[src/fbpa_pkg.sv]
`default_nettype none

package fbpa_pkg;

   // Field widths of the item and result channels.
   localparam int FUNC_W      = 3;
   localparam int INDEX_W     = 8;
   localparam int COUNT_W     = 9;
   localparam int STATUS_W    = 3;
   localparam int EVENT_W     = 32;
   localparam int CSR_INDEX_W = 2;

   // Operation codes carried by req_func.
   localparam logic [FUNC_W-1:0] FUNC_ALLOC       = 3'd0;
   localparam logic [FUNC_W-1:0] FUNC_FREE        = 3'd1;
   localparam logic [FUNC_W-1:0] FUNC_EXPAND      = 3'd2;
   localparam logic [FUNC_W-1:0] FUNC_CLEAR       = 3'd3;
   localparam logic [FUNC_W-1:0] FUNC_RESET_STATS = 3'd4;

   // Result status codes.
   localparam logic [STATUS_W-1:0] STATUS_OK            = 3'd0;
   localparam logic [STATUS_W-1:0] STATUS_OUT_OF_BLOCKS = 3'd1;
   localparam logic [STATUS_W-1:0] STATUS_INVALID_FREE  = 3'd2;
   localparam logic [STATUS_W-1:0] STATUS_ZERO_COUNT    = 3'd3;
   localparam logic [STATUS_W-1:0] STATUS_CLEAR_SKIPPED = 3'd4;

   // Configuration register indexes.
   localparam logic [CSR_INDEX_W-1:0] CSR_INITIAL_COUNT = 2'd0;
   localparam logic [CSR_INDEX_W-1:0] CSR_GROW_STEP     = 2'd1;
   localparam logic [CSR_INDEX_W-1:0] CSR_BLOCK_LIMIT   = 2'd2;

   // Values used when a size register holds zero, and register reset values.
   localparam logic [COUNT_W-1:0] DEFAULT_INITIAL = 9'd16;
   localparam logic [COUNT_W-1:0] DEFAULT_STEP    = 9'd8;
   localparam logic [COUNT_W-1:0] RESET_LIMIT     = 9'd0;

   // Controller states.
   typedef enum logic [4:0] {
      ST_SWEEP = 5'b00001,
      ST_IDLE  = 5'b00010,
      ST_EXEC  = 5'b00100,
      ST_GROW  = 5'b01000,
      ST_DONE  = 5'b10000
   } fsm_state_type;

   // Commands from the controller to the datapath.
   typedef struct packed {
      logic accept;
      logic sweep_step;
      logic grow_start;
      logic grow_step;
      logic finish;
   } ctrl_cmd_type;

   // Status from the datapath to the controller.
   typedef struct packed {
      logic sweep_last;
      logic need_grow;
      logic grow_last;
      logic out_free;
   } dp_status_type;

endpackage

`default_nettype wire

[src/fixed_block_pool_allocator_unit.sv]
`default_nettype none

// Channel    Direction  Handshake               Payload
// req_       in         req_valid / req_stall   func, block_index, grow_count
// rsp_       out        rsp_valid / rsp_stall   status, granted_index, counts, events
// csr_       in         csr_write_enable        csr_index, csr_write_data
//
// Alloc hit, free, clear skipped, reset stats and failed growth go through
// accept with the free list and allocation map read, then commit.
// A growth of k blocks adds one push per index through the single write
// port of the free list (an alloc miss pushes the effective grow step - 1).
// After reset a sweep clears the allocation map and lays down the initial
// blocks; no item is taken until it ends.
// A result waits in the output register; a stalled result only delays commit.

module fixed_block_pool_allocator_unit
   import fbpa_pkg::*;
#(
   parameter int POOL_CAPACITY = 256,
   parameter int COUNTER_BITS  = 32
) (
   input  wire logic                   clock,
   input  wire logic                   reset,
   input  wire logic                   req_valid,
   output logic                        req_stall,
   input  wire logic [FUNC_W-1:0]      req_func,
   input  wire logic [INDEX_W-1:0]     req_block_index,
   input  wire logic [COUNT_W-1:0]     req_grow_count,
   output logic                        rsp_valid,
   input  wire logic                   rsp_stall,
   output logic [STATUS_W-1:0]         rsp_status,
   output logic [INDEX_W-1:0]          rsp_granted_index,
   output logic [COUNT_W-1:0]          rsp_free_now,
   output logic [COUNT_W-1:0]          rsp_in_use_now,
   output logic [COUNT_W-1:0]          rsp_pool_size,
   output logic [EVENT_W-1:0]          rsp_hits,
   output logic [EVENT_W-1:0]          rsp_misses,
   output logic [EVENT_W-1:0]          rsp_alloc_events,
   output logic [EVENT_W-1:0]          rsp_free_events,
   input  wire logic                   csr_write_enable,
   input  wire logic [CSR_INDEX_W-1:0] csr_index,
   input  wire logic [COUNT_W-1:0]     csr_write_data
);

   ctrl_cmd_type  cmd;
   dp_status_type stat;

   // Sequencer.
   fbpa_ctrl u_ctrl (
      .clock     (clock),
      .reset     (reset),
      .req_valid (req_valid),
      .req_stall (req_stall),
      .stat      (stat),
      .cmd       (cmd)
   );

   // Free list, allocation map, counters and result register.
   fbpa_datapath #(
      .POOL_CAPACITY (POOL_CAPACITY),
      .COUNTER_BITS  (COUNTER_BITS)
   ) u_datapath (
      .clock             (clock),
      .reset             (reset),
      .cmd               (cmd),
      .stat              (stat),
      .req_func          (req_func),
      .req_block_index   (req_block_index),
      .req_grow_count    (req_grow_count),
      .csr_write_enable  (csr_write_enable),
      .csr_index         (csr_index),
      .csr_write_data    (csr_write_data),
      .rsp_stall         (rsp_stall),
      .rsp_valid         (rsp_valid),
      .rsp_status        (rsp_status),
      .rsp_granted_index (rsp_granted_index),
      .rsp_free_now      (rsp_free_now),
      .rsp_in_use_now    (rsp_in_use_now),
      .rsp_pool_size     (rsp_pool_size),
      .rsp_hits          (rsp_hits),
      .rsp_misses        (rsp_misses),
      .rsp_alloc_events  (rsp_alloc_events),
      .rsp_free_events   (rsp_free_events)
   );

   // A result is never written over one that is still held.
   assert property (@(posedge clock) disable iff (reset)
      cmd.finish |-> !(rsp_valid && rsp_stall))
      else $error("result register overwritten while stalled");

   // Only one item is in the block at a time.
   assert property (@(posedge clock) disable iff (reset)
      (req_valid && !req_stall) |=> req_stall)
      else $error("item taken while another is in progress");

   // Every block is either on the free list or allocated.
   assert property (@(posedge clock) disable iff (reset)
      rsp_valid |-> (COUNT_W'(rsp_free_now + rsp_in_use_now) == rsp_pool_size))
      else $error("free and allocated counts do not add up to the pool size");

endmodule

`default_nettype wire

[src/fbpa_ctrl.sv]
`default_nettype none

module fbpa_ctrl
   import fbpa_pkg::*;
(
   input  wire logic          clock,
   input  wire logic          reset,
   input  wire logic          req_valid,
   output logic               req_stall,
   input  wire dp_status_type stat,
   output ctrl_cmd_type       cmd
);

   fsm_state_type state_ff;
   fsm_state_type state_in;

   // Next state and command decode.
   always_comb begin
      state_in = state_ff;
      cmd      = '0;
      unique case (state_ff)
         ST_SWEEP: begin
            cmd.sweep_step = 1'b1;
            if (stat.sweep_last) begin
               state_in = ST_IDLE;
            end
         end
         ST_IDLE: begin
            if (req_valid) begin
               cmd.accept = 1'b1;
               state_in   = ST_EXEC;
            end
         end
         ST_EXEC: begin
            if (stat.need_grow) begin
               cmd.grow_start = 1'b1;
               state_in       = ST_GROW;
            end else if (stat.out_free) begin
               cmd.finish = 1'b1;
               state_in   = ST_IDLE;
            end
         end
         ST_GROW: begin
            cmd.grow_step = 1'b1;
            if (stat.grow_last) begin
               state_in = ST_DONE;
            end
         end
         ST_DONE: begin
            if (stat.out_free) begin
               cmd.finish = 1'b1;
               state_in   = ST_IDLE;
            end
         end
         default: begin
            state_in = ST_IDLE;
         end
      endcase
   end

   // Items are taken only while the controller waits for work.
   assign req_stall = (state_ff != ST_IDLE);

   always_ff @(posedge clock) begin
      if (reset) begin
         state_ff <= ST_SWEEP;
      end else begin
         state_ff <= state_in;
      end
   end

endmodule

`default_nettype wire

[src/fbpa_datapath.sv]
`default_nettype none

module fbpa_datapath
   import fbpa_pkg::*;
#(
   parameter int POOL_CAPACITY = 256,
   parameter int COUNTER_BITS  = 32
) (
   input  wire logic                   clock,
   input  wire logic                   reset,
   input  wire ctrl_cmd_type           cmd,
   output dp_status_type               stat,
   input  wire logic [FUNC_W-1:0]      req_func,
   input  wire logic [INDEX_W-1:0]     req_block_index,
   input  wire logic [COUNT_W-1:0]     req_grow_count,
   input  wire logic                   csr_write_enable,
   input  wire logic [CSR_INDEX_W-1:0] csr_index,
   input  wire logic [COUNT_W-1:0]     csr_write_data,
   input  wire logic                   rsp_stall,
   output logic                        rsp_valid,
   output logic [STATUS_W-1:0]         rsp_status,
   output logic [INDEX_W-1:0]          rsp_granted_index,
   output logic [COUNT_W-1:0]          rsp_free_now,
   output logic [COUNT_W-1:0]          rsp_in_use_now,
   output logic [COUNT_W-1:0]          rsp_pool_size,
   output logic [EVENT_W-1:0]          rsp_hits,
   output logic [EVENT_W-1:0]          rsp_misses,
   output logic [EVENT_W-1:0]          rsp_alloc_events,
   output logic [EVENT_W-1:0]          rsp_free_events
);

   localparam int IDX_W       = $clog2(POOL_CAPACITY);
   localparam int CNT_W       = $clog2(POOL_CAPACITY + 1);
   localparam int SUM_W       = ((CNT_W > COUNT_W) ? CNT_W : COUNT_W) + 1;
   localparam int INIT_BLOCKS = (POOL_CAPACITY < int'(DEFAULT_INITIAL)) ?
                                POOL_CAPACITY : int'(DEFAULT_INITIAL);
   localparam logic [SUM_W-1:0] CAP_S    = SUM_W'(POOL_CAPACITY);
   localparam logic [CNT_W-1:0] INIT_C   = CNT_W'(INIT_BLOCKS);
   localparam logic [IDX_W-1:0] LAST_IDX = IDX_W'(POOL_CAPACITY - 1);

   // A growth of k blocks must be nonzero and stay within the capacity and the block limit.
   function automatic logic grow_ok(input logic [CNT_W-1:0]   total,
                                    input logic [COUNT_W-1:0] k,
                                    input logic [COUNT_W-1:0] limit);
      logic [SUM_W-1:0] sum;
      logic             fits;
      sum  = SUM_W'(total) + SUM_W'(k);
      fits = (k != '0) && (SUM_W'(k) <= CAP_S) && (sum <= CAP_S);
      return fits && ((limit == '0) || (sum <= SUM_W'(limit)));
   endfunction

   // Free list and allocation map.
   logic [IDX_W-1:0] stack_mem [POOL_CAPACITY];
   logic             live_mem  [POOL_CAPACITY];

   logic             stack_we;
   logic [IDX_W-1:0] stack_waddr;
   logic [IDX_W-1:0] stack_wdata;
   logic [IDX_W-1:0] stack_raddr;
   logic [IDX_W-1:0] stack_rd_ff;
   logic             live_we;
   logic [IDX_W-1:0] live_waddr;
   logic             live_wdata;
   logic [IDX_W-1:0] live_raddr;
   logic             live_rd_ff;

   // Captured item.
   logic [FUNC_W-1:0]  func_ff;
   logic [INDEX_W-1:0] idx_ff;
   logic [COUNT_W-1:0] cnt_ff;
   logic               empty_ff;

   // Pool bookkeeping.
   logic [CNT_W-1:0] depth_ff,  depth_in;
   logic [CNT_W-1:0] total_ff,  total_in;
   logic [CNT_W-1:0] in_use_ff, in_use_in;

   logic [COUNTER_BITS-1:0] hits_ff,   hits_in;
   logic [COUNTER_BITS-1:0] misses_ff, misses_in;
   logic [COUNTER_BITS-1:0] allocs_ff, allocs_in;
   logic [COUNTER_BITS-1:0] frees_ff,  frees_in;

   logic [COUNT_W-1:0] initial_ff, initial_in;
   logic [COUNT_W-1:0] step_ff,    step_in;
   logic [COUNT_W-1:0] limit_ff,   limit_in;

   // Sweep after reset and growth sequencing.
   logic [IDX_W-1:0]   sweep_ff, sweep_in;
   logic [COUNT_W-1:0] gctr_ff,  gctr_in;
   logic [COUNT_W-1:0] glen_ff,  glen_in;
   logic [CNT_W-1:0]   gbase_ff, gbase_in;

   // Result register.
   logic                rsp_valid_ff, rsp_valid_in;
   logic [STATUS_W-1:0] rsp_status_ff;
   logic [INDEX_W-1:0]  rsp_granted_ff;
   logic [COUNT_W-1:0]  rsp_free_ff;
   logic [COUNT_W-1:0]  rsp_in_use_ff;
   logic [COUNT_W-1:0]  rsp_pool_ff;
   logic [EVENT_W-1:0]  rsp_hits_ff;
   logic [EVENT_W-1:0]  rsp_misses_ff;
   logic [EVENT_W-1:0]  rsp_allocs_ff;
   logic [EVENT_W-1:0]  rsp_frees_ff;

   logic [COUNT_W-1:0]  eff_step;
   logic [COUNT_W-1:0]  init_raw;
   logic [COUNT_W-1:0]  eff_init;
   logic                ok_step;
   logic                ok_cnt;
   logic                ok_init;
   logic                free_ok;
   logic [COUNT_W-1:0]  plan_len;
   logic [CNT_W-1:0]    plan_base;
   logic [SUM_W-1:0]    step_sum;
   logic [STATUS_W-1:0] status_code;
   logic [IDX_W-1:0]    grant;

   // Effective sizes and growth checks for the current item.
   always_comb begin
      eff_step = (step_ff == '0) ? DEFAULT_STEP : step_ff;
      init_raw = (initial_ff == '0) ? DEFAULT_INITIAL : initial_ff;
      eff_init = (SUM_W'(init_raw) > CAP_S) ? COUNT_W'(POOL_CAPACITY) : init_raw;
      ok_step  = grow_ok(total_ff, eff_step, limit_ff);
      ok_cnt   = grow_ok(total_ff, cnt_ff, limit_ff);
      ok_init  = grow_ok('0, eff_init, limit_ff);
      step_sum = SUM_W'(total_ff) + SUM_W'(eff_step);
      free_ok  = (SUM_W'(idx_ff) < SUM_W'(total_ff)) && (SUM_W'(idx_ff) < CAP_S) &&
                 live_rd_ff && (SUM_W'(depth_ff) < CAP_S);
   end

   // Push plan: how many indices to push and the first index value.
   always_comb begin
      plan_len       = '0;
      plan_base      = total_ff;
      stat.need_grow = 1'b0;
      case (func_ff)
         FUNC_ALLOC: begin
            plan_len       = eff_step - COUNT_W'(1);
            stat.need_grow = empty_ff && ok_step && (eff_step != COUNT_W'(1));
         end
         FUNC_EXPAND: begin
            plan_len       = cnt_ff;
            stat.need_grow = ok_cnt;
         end
         FUNC_CLEAR: begin
            plan_len       = eff_init;
            plan_base      = '0;
            stat.need_grow = (in_use_ff == '0) && ok_init;
         end
         default: begin
            stat.need_grow = 1'b0;
         end
      endcase
   end

   assign stat.sweep_last = (sweep_ff == LAST_IDX);
   assign stat.grow_last  = (gctr_ff == glen_ff - COUNT_W'(1));
   assign stat.out_free   = !rsp_valid_ff || !rsp_stall;

   assign stack_raddr = depth_ff[IDX_W-1:0] - IDX_W'(1);
   assign live_raddr  = IDX_W'(req_block_index);

   // Next values of the pool state, the counters and the memory writes.
   always_comb begin
      depth_in     = depth_ff;
      total_in     = total_ff;
      in_use_in    = in_use_ff;
      hits_in      = hits_ff;
      misses_in    = misses_ff;
      allocs_in    = allocs_ff;
      frees_in     = frees_ff;
      sweep_in     = sweep_ff;
      gctr_in      = gctr_ff;
      glen_in      = glen_ff;
      gbase_in     = gbase_ff;
      rsp_valid_in = rsp_valid_ff && rsp_stall;
      status_code  = STATUS_OK;
      grant        = '0;
      stack_we     = 1'b0;
      stack_waddr  = depth_ff[IDX_W-1:0];
      stack_wdata  = IDX_W'(idx_ff);
      live_we      = 1'b0;
      live_waddr   = IDX_W'(idx_ff);
      live_wdata   = 1'b0;

      // The sweep after reset clears the map and lays down the initial blocks.
      if (cmd.sweep_step) begin
         live_we     = 1'b1;
         live_waddr  = sweep_ff;
         stack_we    = (CNT_W'(sweep_ff) < INIT_C);
         stack_waddr = sweep_ff;
         stack_wdata = sweep_ff;
         sweep_in    = sweep_ff + IDX_W'(1);
      end

      // Clear rebuilds from an empty list.
      if (cmd.grow_start) begin
         gctr_in  = '0;
         glen_in  = plan_len;
         gbase_in = plan_base;
         if (func_ff == FUNC_CLEAR) begin
            depth_in = '0;
         end
      end

      // One new index pushed per cycle.
      if (cmd.grow_step) begin
         stack_we    = 1'b1;
         stack_wdata = IDX_W'(gbase_ff + CNT_W'(gctr_ff));
         depth_in    = depth_ff + CNT_W'(1);
         gctr_in     = gctr_ff + COUNT_W'(1);
      end

      // Commit the item and load the result.
      if (cmd.finish) begin
         rsp_valid_in = 1'b1;
         case (func_ff)
            FUNC_ALLOC: begin
               if (!empty_ff) begin
                  hits_in    = hits_ff + COUNTER_BITS'(1);
                  grant      = stack_rd_ff;
                  live_we    = 1'b1;
                  live_waddr = grant;
                  live_wdata = 1'b1;
                  depth_in   = depth_ff - CNT_W'(1);
                  in_use_in  = in_use_ff + CNT_W'(1);
                  allocs_in  = allocs_ff + COUNTER_BITS'(1);
               end else begin
                  misses_in = misses_ff + COUNTER_BITS'(1);
                  if (!ok_step) begin
                     status_code = STATUS_OUT_OF_BLOCKS;
                  end else begin
                     total_in   = CNT_W'(step_sum);
                     grant      = IDX_W'(step_sum - SUM_W'(1));
                     live_we    = 1'b1;
                     live_waddr = grant;
                     live_wdata = 1'b1;
                     in_use_in  = in_use_ff + CNT_W'(1);
                     allocs_in  = allocs_ff + COUNTER_BITS'(1);
                  end
               end
            end
            FUNC_FREE: begin
               if (!free_ok) begin
                  status_code = STATUS_INVALID_FREE;
               end else begin
                  live_we   = 1'b1;
                  stack_we  = 1'b1;
                  depth_in  = depth_ff + CNT_W'(1);
                  in_use_in = (in_use_ff != '0) ? in_use_ff - CNT_W'(1) : in_use_ff;
                  frees_in  = frees_ff + COUNTER_BITS'(1);
               end
            end
            FUNC_EXPAND: begin
               if (cnt_ff == '0) begin
                  status_code = STATUS_ZERO_COUNT;
               end else if (!ok_cnt) begin
                  status_code = STATUS_OUT_OF_BLOCKS;
               end else begin
                  total_in = CNT_W'(SUM_W'(total_ff) + SUM_W'(cnt_ff));
               end
            end
            FUNC_CLEAR: begin
               // A clear goes ahead only when nothing is allocated, so the map is already clear.
               if (in_use_ff != '0) begin
                  status_code = STATUS_CLEAR_SKIPPED;
               end else begin
                  total_in  = ok_init ? CNT_W'(eff_init) : '0;
                  depth_in  = ok_init ? depth_ff : '0;
                  in_use_in = '0;
               end
            end
            FUNC_RESET_STATS: begin
               hits_in   = '0;
               misses_in = '0;
               allocs_in = '0;
               frees_in  = '0;
            end
            default: begin
               status_code = STATUS_OK;
            end
         endcase
      end
   end

   // Configuration writes.
   always_comb begin
      initial_in = initial_ff;
      step_in    = step_ff;
      limit_in   = limit_ff;
      if (csr_write_enable) begin
         unique case (csr_index)
            CSR_INITIAL_COUNT: initial_in = csr_write_data;
            CSR_GROW_STEP:     step_in    = csr_write_data;
            CSR_BLOCK_LIMIT:   limit_in   = csr_write_data;
            default:           initial_in = initial_ff;
         endcase
      end
   end

   // Memories with registered read data.
   always_ff @(posedge clock) begin
      if (stack_we) begin
         stack_mem[stack_waddr] <= stack_wdata;
      end
      if (cmd.accept) begin
         stack_rd_ff <= stack_mem[stack_raddr];
      end
   end

   always_ff @(posedge clock) begin
      if (live_we) begin
         live_mem[live_waddr] <= live_wdata;
      end
      if (cmd.accept) begin
         live_rd_ff <= live_mem[live_raddr];
      end
   end

   // Control state.
   always_ff @(posedge clock) begin
      if (reset) begin
         depth_ff     <= INIT_C;
         total_ff     <= INIT_C;
         in_use_ff    <= '0;
         hits_ff      <= '0;
         misses_ff    <= '0;
         allocs_ff    <= '0;
         frees_ff     <= '0;
         initial_ff   <= DEFAULT_INITIAL;
         step_ff      <= DEFAULT_STEP;
         limit_ff     <= RESET_LIMIT;
         sweep_ff     <= '0;
         rsp_valid_ff <= 1'b0;
      end else begin
         depth_ff     <= depth_in;
         total_ff     <= total_in;
         in_use_ff    <= in_use_in;
         hits_ff      <= hits_in;
         misses_ff    <= misses_in;
         allocs_ff    <= allocs_in;
         frees_ff     <= frees_in;
         initial_ff   <= initial_in;
         step_ff      <= step_in;
         limit_ff     <= limit_in;
         sweep_ff     <= sweep_in;
         rsp_valid_ff <= rsp_valid_in;
      end
   end

   // Item capture, growth sequencing and result payload.
   always_ff @(posedge clock) begin
      gctr_ff  <= gctr_in;
      glen_ff  <= glen_in;
      gbase_ff <= gbase_in;
      if (cmd.accept) begin
         func_ff  <= req_func;
         idx_ff   <= req_block_index;
         cnt_ff   <= req_grow_count;
         empty_ff <= (depth_ff == '0);
      end
      if (cmd.finish) begin
         rsp_status_ff  <= status_code;
         rsp_granted_ff <= INDEX_W'(grant);
         rsp_free_ff    <= COUNT_W'(depth_in);
         rsp_in_use_ff  <= COUNT_W'(in_use_in);
         rsp_pool_ff    <= COUNT_W'(total_in);
         rsp_hits_ff    <= EVENT_W'(hits_in);
         rsp_misses_ff  <= EVENT_W'(misses_in);
         rsp_allocs_ff  <= EVENT_W'(allocs_in);
         rsp_frees_ff   <= EVENT_W'(frees_in);
      end
   end

   assign rsp_valid         = rsp_valid_ff;
   assign rsp_status        = rsp_status_ff;
   assign rsp_granted_index = rsp_granted_ff;
   assign rsp_free_now      = rsp_free_ff;
   assign rsp_in_use_now    = rsp_in_use_ff;
   assign rsp_pool_size     = rsp_pool_ff;
   assign rsp_hits          = rsp_hits_ff;
   assign rsp_misses        = rsp_misses_ff;
   assign rsp_alloc_events  = rsp_allocs_ff;
   assign rsp_free_events   = rsp_frees_ff;

endmodule

`default_nettype wire
[config.mk]
export PLATFORM = sky130hd
export DESIGN_NAME = fixed_block_pool_allocator_unit
export DESIGN_NICKNAME = d
export VERILOG_FILES = /design/src/fbpa_pkg.sv /design/src/fixed_block_pool_allocator_unit.sv /design/src/fbpa_ctrl.sv /design/src/fbpa_datapath.sv
export SDC_FILE = /design/constraint.sdc
export NUM_CORES = 2
export LEC_CHECK = 0
export ABC_AREA = 1
export BUFFER_PORTS_ARGS = -buffer_cell sky130_fd_sc_hd__buf_2
export CORE_ASPECT_RATIO = 1.4
export CORE_UTILIZATION = 40
export DETAILED_ROUTE_END_ITERATION = 10
export PLACE_DENSITY = 0.67
export RECOVER_POWER = 50
export SLEW_MARGIN = 30
export SYNTH_ARGS = -nofsm -noshare
export SYNTH_HDL_FRONTEND = slang
export SYNTH_SLANG_ARGS = --single-unit
[constraint.sdc]
create_clock -name clock -period 22.1 [get_ports clock]
set_input_delay 2.21 -clock clock [delete_from_list [all_inputs] [get_ports clock]]
set_output_delay 2.21 -clock clock [all_outputs]
set_load 0.02 [all_outputs]
==> flow_summary.json <==
{
  "worst-setup-path-type": "reg -> reg",
  "maxSlewViolCount": 2950,
  "fillCellCount": 26850,
  "synth_compound_area_share_pct": 13.52,
  "wl_um": 345600,
  "hold_path.class": "reg -> reg",
  "cp_max_fo": 140,
  "swShare_pct": 22.64,
  "p_sw_mw": 2.431,
  "htree_levels": 4,
  "start_util_pct": 40.21,
  "dpl.hpwl_um": 211200,
  "rsz0062_at_grt": "false",
  "ant_nets": 0,
  "die_x_um": 460.4,
  "cts_tree": "yes",
  "num_rows": 235,
  "grt_max_degree": 266,
  "fin_setup_tns_ns": 0,
  "muxShareOfSynthArea_pct": 0,
  "skew_ns": 0.07195,
  "core_area_um2": 292600,
  "routedWlPerCell_um": 23.52,
  "drive_gt1_share_pct": 5.836,
  "numCtsBuffers": 240,
  "critPathRequiredTime_ns": 22.33,
  "async_flop_share_pct": 0,
  "clkSinkCount": 2722,
  "critPathArrivalTime_ns": 14.39,
  "violations": "capacitance limit, slew limit",
  "antenna_found_initial": 5,
  "p_per_area_nw_per_um2": 82.96,
  "grt_pass1_wl_um": 504000,
  "vias_per_cell": 5.713,
  "synth.avg_cell_area_um2": 10.97,
  "synth_area_leaders": "edfxtp_1 (64%), o21ai_0 (7.6%), nor2_1 (7.2%)",
  "finalNetCount": 10700,
  "syn-cell-area_um2": 117700,
  "yosysMostFrequentCell": "edfxtp_1",
  "gp_congestion": 0.9751,
  "synth_top_family_by_area": "compound AO/OA/AOI/OAI gates",
  "syn2layout_area_growth_pct": 9.995,
  "overflow": 0,
  "synth_seq_cells": 2722,
  "leakagePower_nw": 42.20,
  "die-area_um2": 296300,
  "pwr-share-comb_pct": 5.6,
  "setup_viol": 0,
  "fmax_ghz": 0.07065,
  "clk_pin_slew_ns": 0.06,
  "io_pins": 204,
  "dr_total_vias": 83930,
  "cts_resized": 0,
  "clk_latency_ns": 0.92,
  "yosys.cell_types.count": 66,
  "synth-xor-area-share_pct": 1.050,
  "crit_path_start_kind": "flip-flop",
  "drt_iter0_drc": 10480,
  "netlist_top_cells_count": "edfxtp_1 (2526), nor2_1 (2243), o21ai_0 (1787)",
  "io_buffers": 203,
  "clockBufferDepth": 4,
  "period_minus_slack_ns": 14.15,
  "yosysTopAreaCellShare_pct": 64.47,
  "root_buffer": "clkbuf_16",
  "synthSimpleGateAreaFrac_pct": 13.02,
  "fin_total_pwr_mw": 10.74,
  "slew_headroom_pct": -540.2,
  "seqPwrFrac_pct": 54.5,
  "synth_top_cell_by_area": "edfxtp_1",
  "ys.flop_type": "edfxtp_1",
  "yosys_warnings": 0,
  "synth_adder_area_share_pct": 0.8486,
  "drcViolationCount": 0,
  "grt_pass1_vias": 78920,
  "status": "finished with violations",
  "synth-seq-area-share_pct": 67.81,
  "synth-edff-count": 2526,
  "power.share.clock_pct": 39.9,
  "ir_worst_vdd_uv": 68.24,
  "p_int_mw": 8.305,
  "finalCritPeriodShare_pct": 64.04,
  "hold_viol_final": 0,
  "syn_nets": 10840,
  "drv_cap": 43,
  "grt_usage_pct": 22.40,
  "die_y_um": 643.7,
  "postCtsHoldBufs": 0,
  "drtPass1Iterations": 8,
  "post_cts_buffers": 0,
  "syn-instance-count": 10730,
  "cp-end-kind": "flip-flop",
  "worst_pin_slew_ns": 9.604
}
[cell type report]
class	instances	area [um^2]	share of cell area, %
sequential	2722	79780	61.65
multi-input combinational	6885	33620	25.98
clock buffer	291	6352	4.909
tap	3910	4892	3.780
timing repair buffer	318	1632	1.261
inverter	420	1608	1.242
clock inverter	142	1521	1.176
antenna	4	10.01	0.007735
[cells in the final DEF, fill, tap and decap left out, drive strengths merged, types with 15 or more instances in the layout]
master    instances
xor2            133
nor2           2298
nand4            47
buf              98
edfxtp         2526
nor4             32
clkinv           96
nor3             87
ha               75
clkinvlp         15
dfxtp           196
o22ai           830
o21ai          1788
a21oi           233
nand2          1082
inv             421
o211ai           16
clkbuf          511
nand3           177
bufinv           30
[cell families after synthesis]
kind of cell               Yosys count
AOI/OAI and AO/OA                 2920
DFF                               2722
adders and majority gates           78
and+or+nand+nor                   3746
xor gates and xnor gates           141
buffers and inverters             1122
[critical path: stages (launching register included)]
cell	delay, ns
dfxtp_1	0.37
inv_1	0.09
nand4_1	0.09
clkbuf_1	1.21
nand2_1	0.25
o21ai_4	0.12
clkbuf_1	5.80
clkbuf_1	2.98
clkbuf_1	2.45
[per-layer routing]
metal	GRT usage, %	vias up	routed length, um
li1	-	38090	-
met1	27.19	40850	128000
met2	38.46	4111	171300
met3	2.868	877	25650
met4	12.23	2	20600
met5	0	-	11
[path summary, 6_finish.rpt]
| check | from | to | slack [ns] | cells past startpoint |
|---|---|---|---|---|
| max | u_ctrl.state_ff[4] | u_datapath.stack_mem[214][1] | 7.95 | 8 |
| min | u_datapath.initial_ff[6] | u_datapath.initial_ff[6] | 0.49 | 2 |
| max reg2reg | u_ctrl.state_ff[4] | u_datapath.stack_mem[214][1] | 7.95 | 8 |
| min reg2reg | u_datapath.initial_ff[6] | u_datapath.initial_ff[6] | 0.49 | 2 |
[power groups by stage]
stage	registers, mW	clock network [mW]	logic, mW
floorplan	6.04	0	0.300
global placement	5.91	0	0.605
detailed placement	5.91	0	0.610
CTS	5.80	4.32	0.612
global route	5.85	4.49	0.632
finish	5.85	4.28	0.601
[registers in the layout (all words and copies together) (netlist names), 32 cells and up]
name                         flops
u_datapath.live_mem            256
u_datapath.rsp_free_events      32
u_datapath.stack_mem          2048
u_datapath.frees_ff             32
u_datapath.rsp_misses           32
u_datapath.misses_ff            32
u_datapath.rsp_hits             32
u_datapath.allocs_ff            32
u_datapath.hits_ff              32
u_datapath.rsp_alloc_events     32
[per-stage QoR]
stage | cell area (um^2) | hold slack (ns) | worst slack, ns | cells | util (%)
after CTS | 129900 | 0.4815 | 14.86 | 14680 | 44.40
after global placement | 121900 | 0.4710 | 14.87 | 14250 | 41.67
after global routing | 129400 | 0.5140 | 7.305 | 14690 | 44.23
after floorplan | 117700 | 0.4492 | 8.039 | 10730 | -
final | 129400 | 0.4891 | 7.946 | 14690 | 44.23
after detailed placement | 122000 | 0.4732 | 14.88 | 14250 | 41.71
(Power assumes the default switching activity.)
